File: src/rtl/core/kmer_shannon_entropy_defines.svh
// Assertion macros for the kmer entropy RTL
`ifndef KMER_SHANNON_ENTROPY_DEFINES_SVH
`define KMER_SHANNON_ENTROPY_DEFINES_SVH

// Check that cons holds in the same cycle as ante
`define KSE_ASSERT_SAME(label, clk_s, rst_s, ante, cons) \
    label: assert property (@(posedge clk_s) disable iff (!rst_s) (ante) |-> (cons)) \
        else $error("kse: same-cycle check failed");

// Check that cons holds in the cycle after ante
`define KSE_ASSERT_NEXT(label, clk_s, rst_s, ante, cons) \
    label: assert property (@(posedge clk_s) disable iff (!rst_s) (ante) |=> (cons)) \
        else $error("kse: next-cycle check failed");

`endif

File: src/rtl/core/kse_pkg.sv
// Shared constants, types and the log2 table builder for the kmer entropy block
`timescale 1ns / 1ps
`default_nettype none

package kse_pkg;

    // Field and register widths
    localparam int unsigned KMER_BITS  = 64;
    localparam int unsigned LEN_W      = 6;
    localparam int unsigned CNT_W      = 6;
    localparam int unsigned OUT_W      = 16;
    localparam int unsigned NUM_CODES  = 4;
    localparam int unsigned GRP_BASES  = 8;
    localparam int unsigned GCNT_W     = 4;

    // Log arithmetic: 30 fraction bits, integer part up to 5
    localparam int unsigned LOG_FRAC   = 30;
    localparam int unsigned LOG_W      = LOG_FRAC + 3;
    localparam int unsigned SUM_W      = LOG_FRAC + 7;
    localparam int unsigned LOG_TAB_N  = 64;

    // Parameter defaults
    localparam int unsigned DEF_MAX_KMER_BASES    = 32;
    localparam int unsigned DEF_ENTROPY_FRAC_BITS = 14;

    // Configuration port
    localparam int unsigned APB_ADDR_W = 3;
    localparam int unsigned APB_DATA_W = 32;
    localparam logic        REG_BASE_LEN   = 1'b0;
    localparam logic [LEN_W-1:0] BASE_LEN_RESET = 6'd25;

    typedef logic [LOG_TAB_N-1:0][LOG_W-1:0] log_tab_t;
    typedef logic [NUM_CODES-1:0][CNT_W-1:0] code_cnt_t;

    // Beat from the base counter to the log stage
    typedef struct packed {
        logic [LEN_W-1:0] len;
        code_cnt_t        cnt;
    } cnt_beat_t;

    // Width of the scaled numerator fed to the divider
    function automatic int unsigned num_width(input int unsigned frac_bits);
        int unsigned w;
        w = SUM_W + 1 - (LOG_FRAC - frac_bits);
        return (w > OUT_W) ? w : OUT_W + 1;
    endfunction

    // log2(n) by repeated squaring; evaluated at elaboration only
    function automatic logic [LOG_W-1:0] log2_fixed(input int unsigned n);
        logic [63:0]         x;
        logic [LOG_FRAC-1:0] frac;
        int unsigned         ip;
        ip = 0;
        while (ip < 6 && (n >> (ip + 1)) != 0)
            ip++;
        x = (64'(n) << LOG_FRAC) >> ip;
        frac = '0;
        for (int b = 0; b < LOG_FRAC; b++)
        begin
            x = (x * x) >> LOG_FRAC;
            frac = {frac[LOG_FRAC-2:0], 1'b0};
            if (x >= (64'd2 << LOG_FRAC))
            begin
                x = x >> 1;
                frac[0] = 1'b1;
            end
        end
        return {3'(ip), frac};
    endfunction

    // Table of log2 for 0..63, entry 0 reads as zero
    function automatic log_tab_t build_log_tab();
        log_tab_t t;
        for (int n = 0; n < LOG_TAB_N; n++)
        begin
            t[n] = log2_fixed(n);
        end
        return t;
    endfunction

endpackage

`default_nettype wire

File: src/rtl/core/kse_cfg.sv
// APB register holding the k-mer length
`timescale 1ns / 1ps
`default_nettype none

module kse_cfg (
    input  wire logic                            clk,
    input  wire logic                            rst_n,
    input  wire logic                            psel,
    input  wire logic                            penable,
    input  wire logic                            pwrite,
    input  wire logic [kse_pkg::APB_ADDR_W-1:0]  paddr,
    input  wire logic [kse_pkg::APB_DATA_W-1:0]  pwdata,
    output logic      [kse_pkg::APB_DATA_W-1:0]  prdata,
    output logic                                 pready,
    output logic      [kse_pkg::LEN_W-1:0]       base_len
);
    import kse_pkg::*;

    logic             wr_hit;
    logic [LEN_W-1:0] base_len_reg;
    logic [LEN_W-1:0] base_len_next;

    // Decode a write beat to the length register
    assign wr_hit = psel && penable && pwrite && pready
                    && (paddr[APB_ADDR_W-1] == REG_BASE_LEN);

    always_comb
    begin
        base_len_next = base_len_reg;
        if (wr_hit)
        begin
            base_len_next = pwdata[LEN_W-1:0];
        end
    end

    always_ff @(posedge clk or negedge rst_n)
    begin
        if (!rst_n)
        begin
            base_len_reg <= BASE_LEN_RESET;
        end
        else
        begin
            base_len_reg <= base_len_next;
        end
    end

    // Read back
    always_comb
    begin
        prdata = '0;
        if (paddr[APB_ADDR_W-1] == REG_BASE_LEN)
        begin
            prdata = APB_DATA_W'(base_len_reg);
        end
    end

    assign pready   = 1'b1;
    assign base_len = base_len_reg;

endmodule

`default_nettype wire

File: src/rtl/core/kse_count.sv
// Two-stage base counter: per-group counts, then per-code totals
`timescale 1ns / 1ps
`default_nettype none

module kse_count #(
    parameter int unsigned MAX_KMER_BASES = kse_pkg::DEF_MAX_KMER_BASES
) (
    input  wire logic                          clk,
    input  wire logic                          rst_n,
    input  wire logic [kse_pkg::LEN_W-1:0]     base_len,
    input  wire logic                          in_valid,
    output logic                               in_ready,
    input  wire logic [kse_pkg::KMER_BITS-1:0] kmer_value,
    output logic                               out_valid,
    input  wire logic                          out_ready,
    output kse_pkg::cnt_beat_t                 out_beat
);
    import kse_pkg::*;

    localparam int unsigned NG = (MAX_KMER_BASES + GRP_BASES - 1) / GRP_BASES;
    localparam logic [LEN_W-1:0] MAX_LEN = LEN_W'(MAX_KMER_BASES);

    logic [LEN_W-1:0] len_sat;
    logic [NG-1:0][NUM_CODES-1:0][GCNT_W-1:0] gcnt_next;
    logic [NG-1:0][NUM_CODES-1:0][GCNT_W-1:0] s1_gcnt_reg;
    logic [LEN_W-1:0] s1_len_reg;
    logic             s1_valid_reg;
    logic             s1_rdy;
    code_cnt_t        cnt_next;
    cnt_beat_t        s2_beat_reg;
    logic             s2_valid_reg;
    logic             s2_rdy;

    // Saturate the length at the supported maximum
    assign len_sat = (base_len > MAX_LEN) ? MAX_LEN : base_len;

    // Count each code within groups of eight bases
    always_comb
    begin
        gcnt_next = '0;
        for (int g = 0; g < NG; g++)
        begin
            for (int j = 0; j < GRP_BASES; j++)
            begin
                if ((g * GRP_BASES + j) < int'(len_sat))
                begin
                    gcnt_next[g][kmer_value[2*(g*GRP_BASES+j) +: 2]] =
                        gcnt_next[g][kmer_value[2*(g*GRP_BASES+j) +: 2]] + GCNT_W'(1);
                end
            end
        end
    end

    // Add the group counts per code
    always_comb
    begin
        cnt_next = '0;
        for (int k = 0; k < NUM_CODES; k++)
        begin
            for (int g = 0; g < NG; g++)
            begin
                cnt_next[k] = cnt_next[k] + CNT_W'(s1_gcnt_reg[g][k]);
            end
        end
    end

    // Stage readiness: a stage loads when empty or when its successor moves
    assign s2_rdy   = !s2_valid_reg || out_ready;
    assign s1_rdy   = !s1_valid_reg || s2_rdy;
    assign in_ready = s1_rdy;

    always_ff @(posedge clk or negedge rst_n)
    begin
        if (!rst_n)
        begin
            s1_valid_reg <= 1'b0;
            s2_valid_reg <= 1'b0;
        end
        else
        begin
            if (s1_rdy)
            begin
                s1_valid_reg <= in_valid;
            end
            if (s2_rdy)
            begin
                s2_valid_reg <= s1_valid_reg;
            end
        end
    end

    always_ff @(posedge clk)
    begin
        if (s1_rdy && in_valid)
        begin
            s1_gcnt_reg <= gcnt_next;
            s1_len_reg  <= len_sat;
        end
        if (s2_rdy && s1_valid_reg)
        begin
            s2_beat_reg.len <= s1_len_reg;
            s2_beat_reg.cnt <= cnt_next;
        end
    end

    assign out_valid = s2_valid_reg;
    assign out_beat  = s2_beat_reg;

endmodule

`default_nettype wire

File: src/rtl/core/kse_logmul.sv
// Log lookup, weighting by count and summation into the scaled numerator
`timescale 1ns / 1ps
`default_nettype none

module kse_logmul #(
    parameter int unsigned ENTROPY_FRAC_BITS = kse_pkg::DEF_ENTROPY_FRAC_BITS,
    parameter int unsigned NUM_W = kse_pkg::num_width(ENTROPY_FRAC_BITS)
) (
    input  wire logic                      clk,
    input  wire logic                      rst_n,
    input  wire logic                      in_valid,
    output logic                           in_ready,
    input  wire kse_pkg::cnt_beat_t        in_beat,
    output logic                           out_valid,
    input  wire logic                      out_ready,
    output logic [NUM_W-1:0]               out_num,
    output logic [kse_pkg::LEN_W-1:0]      out_div
);
    import kse_pkg::*;

    localparam int unsigned SHIFT = LOG_FRAC - ENTROPY_FRAC_BITS;
    localparam log_tab_t    LOG_TAB = build_log_tab();

    logic [NUM_CODES-1:0][LOG_W-1:0] diff_next;
    logic [NUM_CODES-1:0][LOG_W-1:0] s3_diff_reg;
    code_cnt_t                       s3_cnt_reg;
    logic [LEN_W-1:0]                s3_len_reg;
    logic                            s3_valid_reg;
    logic                            s3_rdy;

    logic [NUM_CODES-1:0][CNT_W+LOG_W-1:0] prod_full;
    logic [NUM_CODES-1:0][SUM_W-1:0]       s4_prod_reg;
    logic [LEN_W-1:0]                      s4_len_reg;
    logic                                  s4_valid_reg;
    logic                                  s4_rdy;

    logic [SUM_W-1:0] sum_next;
    logic [NUM_W-1:0] num_next;
    logic [LEN_W-1:0] div_next;
    logic [NUM_W-1:0] s5_num_reg;
    logic [LEN_W-1:0] s5_div_reg;
    logic             s5_valid_reg;
    logic             s5_rdy;

    // log2(L) - log2(c) per code; a zero count is cancelled by its weight later
    always_comb
    begin
        for (int k = 0; k < NUM_CODES; k++)
        begin
            diff_next[k] = LOG_TAB[in_beat.len] - LOG_TAB[in_beat.cnt[k]];
        end
    end

    // Weight each difference by its count
    always_comb
    begin
        for (int k = 0; k < NUM_CODES; k++)
        begin
            prod_full[k] = s3_cnt_reg[k] * s3_diff_reg[k];
        end
    end

    // Sum, add half a divisor for rounding, drop the low bits below the divisor scale
    always_comb
    begin
        sum_next = (SUM_W'(s4_len_reg) << (SHIFT - 1));
        for (int k = 0; k < NUM_CODES; k++)
        begin
            sum_next = sum_next + s4_prod_reg[k];
        end
        num_next = NUM_W'(sum_next >> SHIFT);
        div_next = (s4_len_reg == '0) ? LEN_W'(1) : s4_len_reg;
    end

    assign s5_rdy   = !s5_valid_reg || out_ready;
    assign s4_rdy   = !s4_valid_reg || s5_rdy;
    assign s3_rdy   = !s3_valid_reg || s4_rdy;
    assign in_ready = s3_rdy;

    always_ff @(posedge clk or negedge rst_n)
    begin
        if (!rst_n)
        begin
            s3_valid_reg <= 1'b0;
            s4_valid_reg <= 1'b0;
            s5_valid_reg <= 1'b0;
        end
        else
        begin
            if (s3_rdy)
            begin
                s3_valid_reg <= in_valid;
            end
            if (s4_rdy)
            begin
                s4_valid_reg <= s3_valid_reg;
            end
            if (s5_rdy)
            begin
                s5_valid_reg <= s4_valid_reg;
            end
        end
    end

    always_ff @(posedge clk)
    begin
        if (s3_rdy && in_valid)
        begin
            s3_diff_reg <= diff_next;
            s3_cnt_reg  <= in_beat.cnt;
            s3_len_reg  <= in_beat.len;
        end
        if (s4_rdy && s3_valid_reg)
        begin
            for (int k = 0; k < NUM_CODES; k++)
            begin
                s4_prod_reg[k] <= SUM_W'(prod_full[k]);
            end
            s4_len_reg <= s3_len_reg;
        end
        if (s5_rdy && s4_valid_reg)
        begin
            s5_num_reg <= num_next;
            s5_div_reg <= div_next;
        end
    end

    assign out_valid = s5_valid_reg;
    assign out_num   = s5_num_reg;
    assign out_div   = s5_div_reg;

endmodule

`default_nettype wire

File: src/rtl/core/kse_div.sv
// Pipelined restoring divider, one quotient bit per stage, with saturating output register
`timescale 1ns / 1ps
`default_nettype none

module kse_div #(
    parameter int unsigned ENTROPY_FRAC_BITS = kse_pkg::DEF_ENTROPY_FRAC_BITS,
    parameter int unsigned NUM_W = kse_pkg::num_width(ENTROPY_FRAC_BITS)
) (
    input  wire logic                      clk,
    input  wire logic                      rst_n,
    input  wire logic                      in_valid,
    output logic                           in_ready,
    input  wire logic [NUM_W-1:0]          in_num,
    input  wire logic [kse_pkg::LEN_W-1:0] in_div,
    output logic                           out_valid,
    input  wire logic                      out_ready,
    output logic [kse_pkg::OUT_W-1:0]      entropy_fixed
);
    import kse_pkg::*;

    logic             v_reg   [NUM_W];
    logic [NUM_W-1:0] rq_reg  [NUM_W];
    logic [LEN_W-1:0] rem_reg [NUM_W];
    logic [LEN_W-1:0] div_reg [NUM_W];
    logic [NUM_W-1:0] rq_next [NUM_W];
    logic [LEN_W-1:0] rem_next[NUM_W];
    logic [NUM_W:0]   stg_rdy;

    logic             out_valid_reg;
    logic [OUT_W-1:0] entropy_fixed_reg;
    logic [OUT_W-1:0] entropy_fixed_next;

    // One shift-compare-subtract step per stage; quotient bits shift in from the bottom
    for (genvar k = 0; k < NUM_W; k++)
    begin : g_stage
        logic             v_in;
        logic [NUM_W-1:0] rq_in;
        logic [LEN_W-1:0] rem_in;
        logic [LEN_W-1:0] div_in;
        logic [LEN_W:0]   trial;
        logic             take;

        if (k == 0)
        begin : g_first
            assign v_in   = in_valid;
            assign rq_in  = in_num;
            assign rem_in = '0;
            assign div_in = in_div;
        end
        else
        begin : g_rest
            assign v_in   = v_reg[k-1];
            assign rq_in  = rq_reg[k-1];
            assign rem_in = rem_reg[k-1];
            assign div_in = div_reg[k-1];
        end

        assign trial       = {rem_in, rq_in[NUM_W-1]};
        assign take        = (trial >= {1'b0, div_in});
        assign rq_next[k]  = {rq_in[NUM_W-2:0], take};
        assign rem_next[k] = take ? LEN_W'(trial - {1'b0, div_in}) : LEN_W'(trial);
        assign stg_rdy[k]  = !v_reg[k] || stg_rdy[k+1];

        always_ff @(posedge clk or negedge rst_n)
        begin
            if (!rst_n)
            begin
                v_reg[k] <= 1'b0;
            end
            else if (stg_rdy[k])
            begin
                v_reg[k] <= v_in;
            end
        end

        always_ff @(posedge clk)
        begin
            if (stg_rdy[k] && v_in)
            begin
                rq_reg[k]  <= rq_next[k];
                rem_reg[k] <= rem_next[k];
                div_reg[k] <= div_in;
            end
        end
    end

    // Clamp an oversized quotient to all ones
    assign entropy_fixed_next = (|rq_reg[NUM_W-1][NUM_W-1:OUT_W])
                                ? '1 : rq_reg[NUM_W-1][OUT_W-1:0];
    assign stg_rdy[NUM_W] = !out_valid_reg || out_ready;
    assign in_ready       = stg_rdy[0];

    always_ff @(posedge clk or negedge rst_n)
    begin
        if (!rst_n)
        begin
            out_valid_reg <= 1'b0;
        end
        else if (stg_rdy[NUM_W])
        begin
            out_valid_reg <= v_reg[NUM_W-1];
        end
    end

    always_ff @(posedge clk)
    begin
        if (stg_rdy[NUM_W] && v_reg[NUM_W-1])
        begin
            entropy_fixed_reg <= entropy_fixed_next;
        end
    end

    assign out_valid     = out_valid_reg;
    assign entropy_fixed = entropy_fixed_reg;

endmodule

`default_nettype wire

File: src/rtl/core/kmer_shannon_entropy.sv
// Top level of the k-mer Shannon entropy pipeline
//
//  channel | direction | handshake              | payload
//  --------+-----------+------------------------+-----------------------------
//  apb     | in        | psel/penable, pready=1 | paddr, pwdata, prdata
//  kmer    | in        | in_valid/in_ready      | kmer_value[63:0]
//  entropy | out       | out_valid/out_ready    | entropy_fixed[15:0]
//
// One beat enters per cycle while in_ready is high. The pipeline has two count stages,
// three log/weight/sum stages, W = max(8 + ENTROPY_FRAC_BITS, 17) divider stages of one
// quotient bit each and the output register.
// Reset clears every valid bit and sets the length register to 25; payload registers
// are not reset.
// Each stage loads when empty or when the stage after it moves, so bubbles close up
// and a held result stalls only the stages behind it.
`timescale 1ns / 1ps
`default_nettype none
`include "kmer_shannon_entropy_defines.svh"

module kmer_shannon_entropy #(
    parameter int unsigned MAX_KMER_BASES    = kse_pkg::DEF_MAX_KMER_BASES,
    parameter int unsigned ENTROPY_FRAC_BITS = kse_pkg::DEF_ENTROPY_FRAC_BITS
) (
    input  wire logic                            clk,
    input  wire logic                            rst_n,
    input  wire logic                            psel,
    input  wire logic                            penable,
    input  wire logic                            pwrite,
    input  wire logic [kse_pkg::APB_ADDR_W-1:0]  paddr,
    input  wire logic [kse_pkg::APB_DATA_W-1:0]  pwdata,
    output logic      [kse_pkg::APB_DATA_W-1:0]  prdata,
    output logic                                 pready,
    input  wire logic                            in_valid,
    output logic                                 in_ready,
    input  wire logic [kse_pkg::KMER_BITS-1:0]   kmer_value,
    output logic                                 out_valid,
    input  wire logic                            out_ready,
    output logic      [kse_pkg::OUT_W-1:0]       entropy_fixed
);
    import kse_pkg::*;

    localparam int unsigned NUM_W = num_width(ENTROPY_FRAC_BITS);

    logic [LEN_W-1:0] base_len;
    logic             cnt_valid;
    logic             cnt_ready;
    cnt_beat_t        cnt_beat;
    logic             num_valid;
    logic             num_ready;
    logic [NUM_W-1:0] num_value;
    logic [LEN_W-1:0] num_div;

    // Configuration register
    kse_cfg u_cfg (
        .clk      (clk),
        .rst_n    (rst_n),
        .psel     (psel),
        .penable  (penable),
        .pwrite   (pwrite),
        .paddr    (paddr),
        .pwdata   (pwdata),
        .prdata   (prdata),
        .pready   (pready),
        .base_len (base_len)
    );

    // Base counting
    kse_count #(
        .MAX_KMER_BASES (MAX_KMER_BASES)
    ) u_count (
        .clk         (clk),
        .rst_n       (rst_n),
        .base_len    (base_len),
        .in_valid    (in_valid),
        .in_ready    (in_ready),
        .kmer_value  (kmer_value),
        .out_valid   (cnt_valid),
        .out_ready   (cnt_ready),
        .out_beat    (cnt_beat)
    );

    // Weighted log sum
    kse_logmul #(
        .ENTROPY_FRAC_BITS (ENTROPY_FRAC_BITS),
        .NUM_W             (NUM_W)
    ) u_logmul (
        .clk       (clk),
        .rst_n     (rst_n),
        .in_valid  (cnt_valid),
        .in_ready  (cnt_ready),
        .in_beat   (cnt_beat),
        .out_valid (num_valid),
        .out_ready (num_ready),
        .out_num   (num_value),
        .out_div   (num_div)
    );

    // Division by the length and output register
    kse_div #(
        .ENTROPY_FRAC_BITS (ENTROPY_FRAC_BITS),
        .NUM_W             (NUM_W)
    ) u_div (
        .clk           (clk),
        .rst_n         (rst_n),
        .in_valid      (num_valid),
        .in_ready      (num_ready),
        .in_num        (num_value),
        .in_div        (num_div),
        .out_valid     (out_valid),
        .out_ready     (out_ready),
        .entropy_fixed (entropy_fixed)
    );

    // A taken result frees every stage, so the input side must be open
    `KSE_ASSERT_SAME(a_ready_chain, clk, rst_n, out_ready, in_ready)

    // A write beat to the length register lands in the next cycle
    `KSE_ASSERT_NEXT(a_len_write, clk, rst_n,
        psel && penable && pwrite && pready && (paddr[APB_ADDR_W-1] == REG_BASE_LEN),
        base_len == $past(pwdata[LEN_W-1:0]))

endmodule

`default_nettype wire
File: config.mk
export PLATFORM = sky130hd
export DESIGN_NAME = kmer_shannon_entropy
export DESIGN_NICKNAME = d
export VERILOG_FILES = /design/src/rtl/core/kse_pkg.sv /design/src/rtl/core/kse_cfg.sv /design/src/rtl/core/kse_count.sv /design/src/rtl/core/kse_logmul.sv /design/src/rtl/core/kse_div.sv /design/src/rtl/core/kmer_shannon_entropy.sv
export VERILOG_INCLUDE_DIRS = /design/src /design/src/rtl/core
export SDC_FILE = /design/constraint.sdc
export NUM_CORES = 2
export LEC_CHECK = 0
export BUFFER_PORTS_ARGS = -buffer_cell sky130_fd_sc_hd__buf_2
export CORE_UTILIZATION = 30
export CTS_BUF_LIST = sky130_fd_sc_hd__clkbuf_8
export DETAILED_ROUTE_END_ITERATION = 7
export GPL_ROUTABILITY_DRIVEN = 0
export SYNTH_ARGS = -nofsm -noshare
export SYNTH_HDL_FRONTEND = slang
export SYNTH_SLANG_ARGS = --single-unit
File: constraint.sdc
create_clock -name clk -period 9.7 [get_ports clk]
set_input_delay 0 -clock clk [delete_from_list [all_inputs] [get_ports clk]]
set_output_delay 0 -clock clk [all_outputs]
set_load 0.03 [all_outputs]
==> metrics <==
post-synthesis simple-gate area fraction=13.7%; slowest stage cell on the critical path=sky130_fd_sc_hd__dlygate4sd3_1; fin worst setup slack=0.587 ns; setup fix buffers added after clock tree synthesis=0; Routed WL per cell=17.6 µm; die height=587 µm; Post-Synth Adder-Cell Area=19.8%; worst clock skew=0.103 ns; IO Count=157; XOR/XNOR Fraction of Synth Area=4.86%; EDFF count, synth=1195; number of H-tree branching levels=4; Register Area=40100 µm²; clock slew at reported path FFs=0.08 ns; Max Slew Vio Count=0; Tot GR Track Use=15.1%; iteration-0 DRC count of the detailed router=7358; Root Buffer=sky130_fd_sc_hd__clkbuf_8; first-pass iteration count of the detailed router=8; global-route wire length before repair=422000 µm; syn_area_per_cell=9.85 µm²; average vias per placed instance=5.08; transition time of the tightest slew-check pin=1.14 ns; FF+latch count, synth=1394; fin crit period=9.11 ns; sequential area share after synthesis=39.0%; relative area change from synthesis to final layout=10.5%; Final Hold Fails=0; Worst-Skew Late Latency=0.99 ns; synthesized-area fraction occupied by ao, oa, aoi and oai cells=14.7%; CTS tree=built; HPWL reported at the end of detailed placement=203000 µm; violated checks=design-rule violations; die width=587 µm; number of nets with antenna violations after routing=0; initial core utilization=30.2%; DRC violation count after routing=4; proportion of netlist area held by the largest area contributor=34.9%; distinct cell type count after synthesis=104; Cell Rows=214; number of synthesis warnings=0; Worst Hold Slack=0.117 ns; endpoint type of the worst setup path=flip-flop; fraction of layout cells with a size suffix above 1=6.84%; remaining global-route overflow=0; filler cell count=34600; area of combinational cells with multiple inputs=57200 µm²; final instance area=114000 µm²; quantity of I/O buffers inserted on ports=101; ranking of synthesized cells by instance count=1480 x sky130_fd_sc_hd__nand2_1, 1195 x sky130_fd_sc_hd__edfxtp_1, 1021 x sky130_fd_sc_hd__inv_1, 653 x sky130_fd_sc_hd__o21ai_0, 630 x sky130_fd_sc_hd__ha_1; via count of the routed design=77200; pre-CTS setup slack=1.48 ns; cell with the most instances after synthesis=sky130_fd_sc_hd__nand2_1; Bufs on Longest Clock Path=4; critical path class=flip-flop to flip-flop; path class of the lowest-slack min-delay path=input pin to flip-flop; Sum Neg Setup Slack=0 ns; worst rel slew slack=23.3%; dominant register cell in the synthesized netlist=sky130_fd_sc_hd__edfxtp_1; required time of the critical path=10.40 ns; worst endpoint data arrival time=9.82 ns; number of sinks driven by the clock tree=1394; post-synthesis cell area=103000 µm²; total detailed-routing wirelength=267000 µm; startpoint type of the worst setup path=flip-flop; vias in the first global route=74900; share of synthesized area spent on multiplexers=2.24%; RSZ-0062 raised after global routing=false; number of setup violations in the final report=0; initial antenna violation count=15; Synth async-reset ratio=2.44%; leading post-synthesis cells by cell area=sky130_fd_sc_hd__edfxtp_1 35%, sky130_fd_sc_hd__fa_1 12%, sky130_fd_sc_hd__ha_1 7.7%; overall die area=345000 µm²; Inserted Clock Buffers=226; largest driver fanout on the critical path=18; maximum number of pins on one net before global-route repair=81; maximum clock frequency=110 MHz; critical path's largest stage delay=0.61 ns; nets=11800; Cells after Synth=10400; outcome=finished, violations left; combinational family with the most area after synthesis=adder cells; max-capacitance violation count=0; placed cell area=108000 µm²; share of the clock period used by the worst path after layout=93.9%; placeable core region=340000 µm²; Critical Path Most Common Cell=sky130_fd_sc_hd__o21ai_0; leading area contributor after synthesis=sky130_fd_sc_hd__edfxtp_1
## cells in the final DEF, fill, tap and decap left out, types with 165 or more instances in the layout
master and instances:
sky130_fd_sc_hd__edfxtp_1 1195, sky130_fd_sc_hd__fa_1 621, sky130_fd_sc_hd__xnor2_1 367, sky130_fd_sc_hd__inv_1 1080, sky130_fd_sc_hd__nor3_1 186, sky130_fd_sc_hd__o21ai_0 652
sky130_fd_sc_hd__dfxtp_1 165, sky130_fd_sc_hd__xor2_1 187, sky130_fd_sc_hd__nor2_1 597, sky130_fd_sc_hd__a21oi_1 621, sky130_fd_sc_hd__ha_1 629, sky130_fd_sc_hd__clkbuf_8 249
sky130_fd_sc_hd__nand3_1 194, sky130_fd_sc_hd__nand2_1 1480
## worst paths after layout
check,start,endpoint,slack (ns),cells past startpoint
worst min-delay path,kmer_value[11],u_count.s1_gcnt_reg[14],0.12,6
max in group asynchronous,rst_n,u_div.g_stage[15].v_in,8.88,4
min in group asynchronous,rst_n,u_cfg.base_len[1],0.24,4
worst max register to register,u_cfg.base_len[2],u_count.s1_gcnt_reg[39],0.59,35
worst min register to register,u_div.rq_reg[4][81],u_div.rq_reg[5][16],0.34,0
worst max-delay path,u_cfg.base_len[2],u_count.s1_gcnt_reg[39],0.59,35
## area by class of cell
type / instances / share of cell area, %
inverters: 1035 / 3.42
well taps: 4536 / 5.00
clock buffers: 249 / 3.02
repair buffers: 266 / 1.68
diodes: 11 / 0.0242
clock inverters: 154 / 1.22
multi-input cells: 7530 / 50.4
flip-flops and latches: 1394 / 35.3
## cell families after synthesis
| group | count (synthesis) |
|---|---|
| muxes | 187 |
| and+or+nand+nor | 3134 |
| buffers and inverters | 1535 |
| AOI/OAI and AO/OA | 2368 |
| DFF | 1394 |
| other | 2 |
| xor gates and xnor gates | 561 |
| adders and majority gates | 1251 |
## repair_timing
action / CTS / global route
endpoints found under the hold margin: 212 / 0
hold buffers: 66 / 0
setup endpoints to repair: 0 / 3
resized for setup: 0 / 10
## critical path, delay by kind of cell (launching register included)
family,cells,cell delay [ns]
AOI/OAI and AO/OA,12,2.65
xor gates and xnor gates,3,0.41
adders and majority gates,4,1.25
buffers and inverters,5,1.52
DFF,1,0.58
muxes,3,1.26
and+or+nand+nor,8,1.20
## metrics by stage
stage,instances,utilization (%)
after floorplan,10500,-
after global placement,14700,31.7
after detailed placement,14700,31.7
after CTS,15200,33.3
after global routing,15200,33.4
final,15200,33.4
## per-layer routing
| metal | routed length, µm | vias to the layer above | global-route usage (%) | share of wire (%) |
|---|---|---|---|---|
| met5 | 67 | - | 0 | 0.025 |
| met4 | 12800 | 12 | 6.63 | 4.8 |
| met3 | 18400 | 604 | 2.30 | 6.9 |
| met2 | 127000 | 3064 | 25.8 | 47 |
| met1 | 109000 | 36900 | 19.0 | 41 |
| li1 | - | 36500 | - | - |
Power is left out: the tool's default activity adds up to more than one toggle a clock period on the data nets, which glitch-free logic cannot reach.
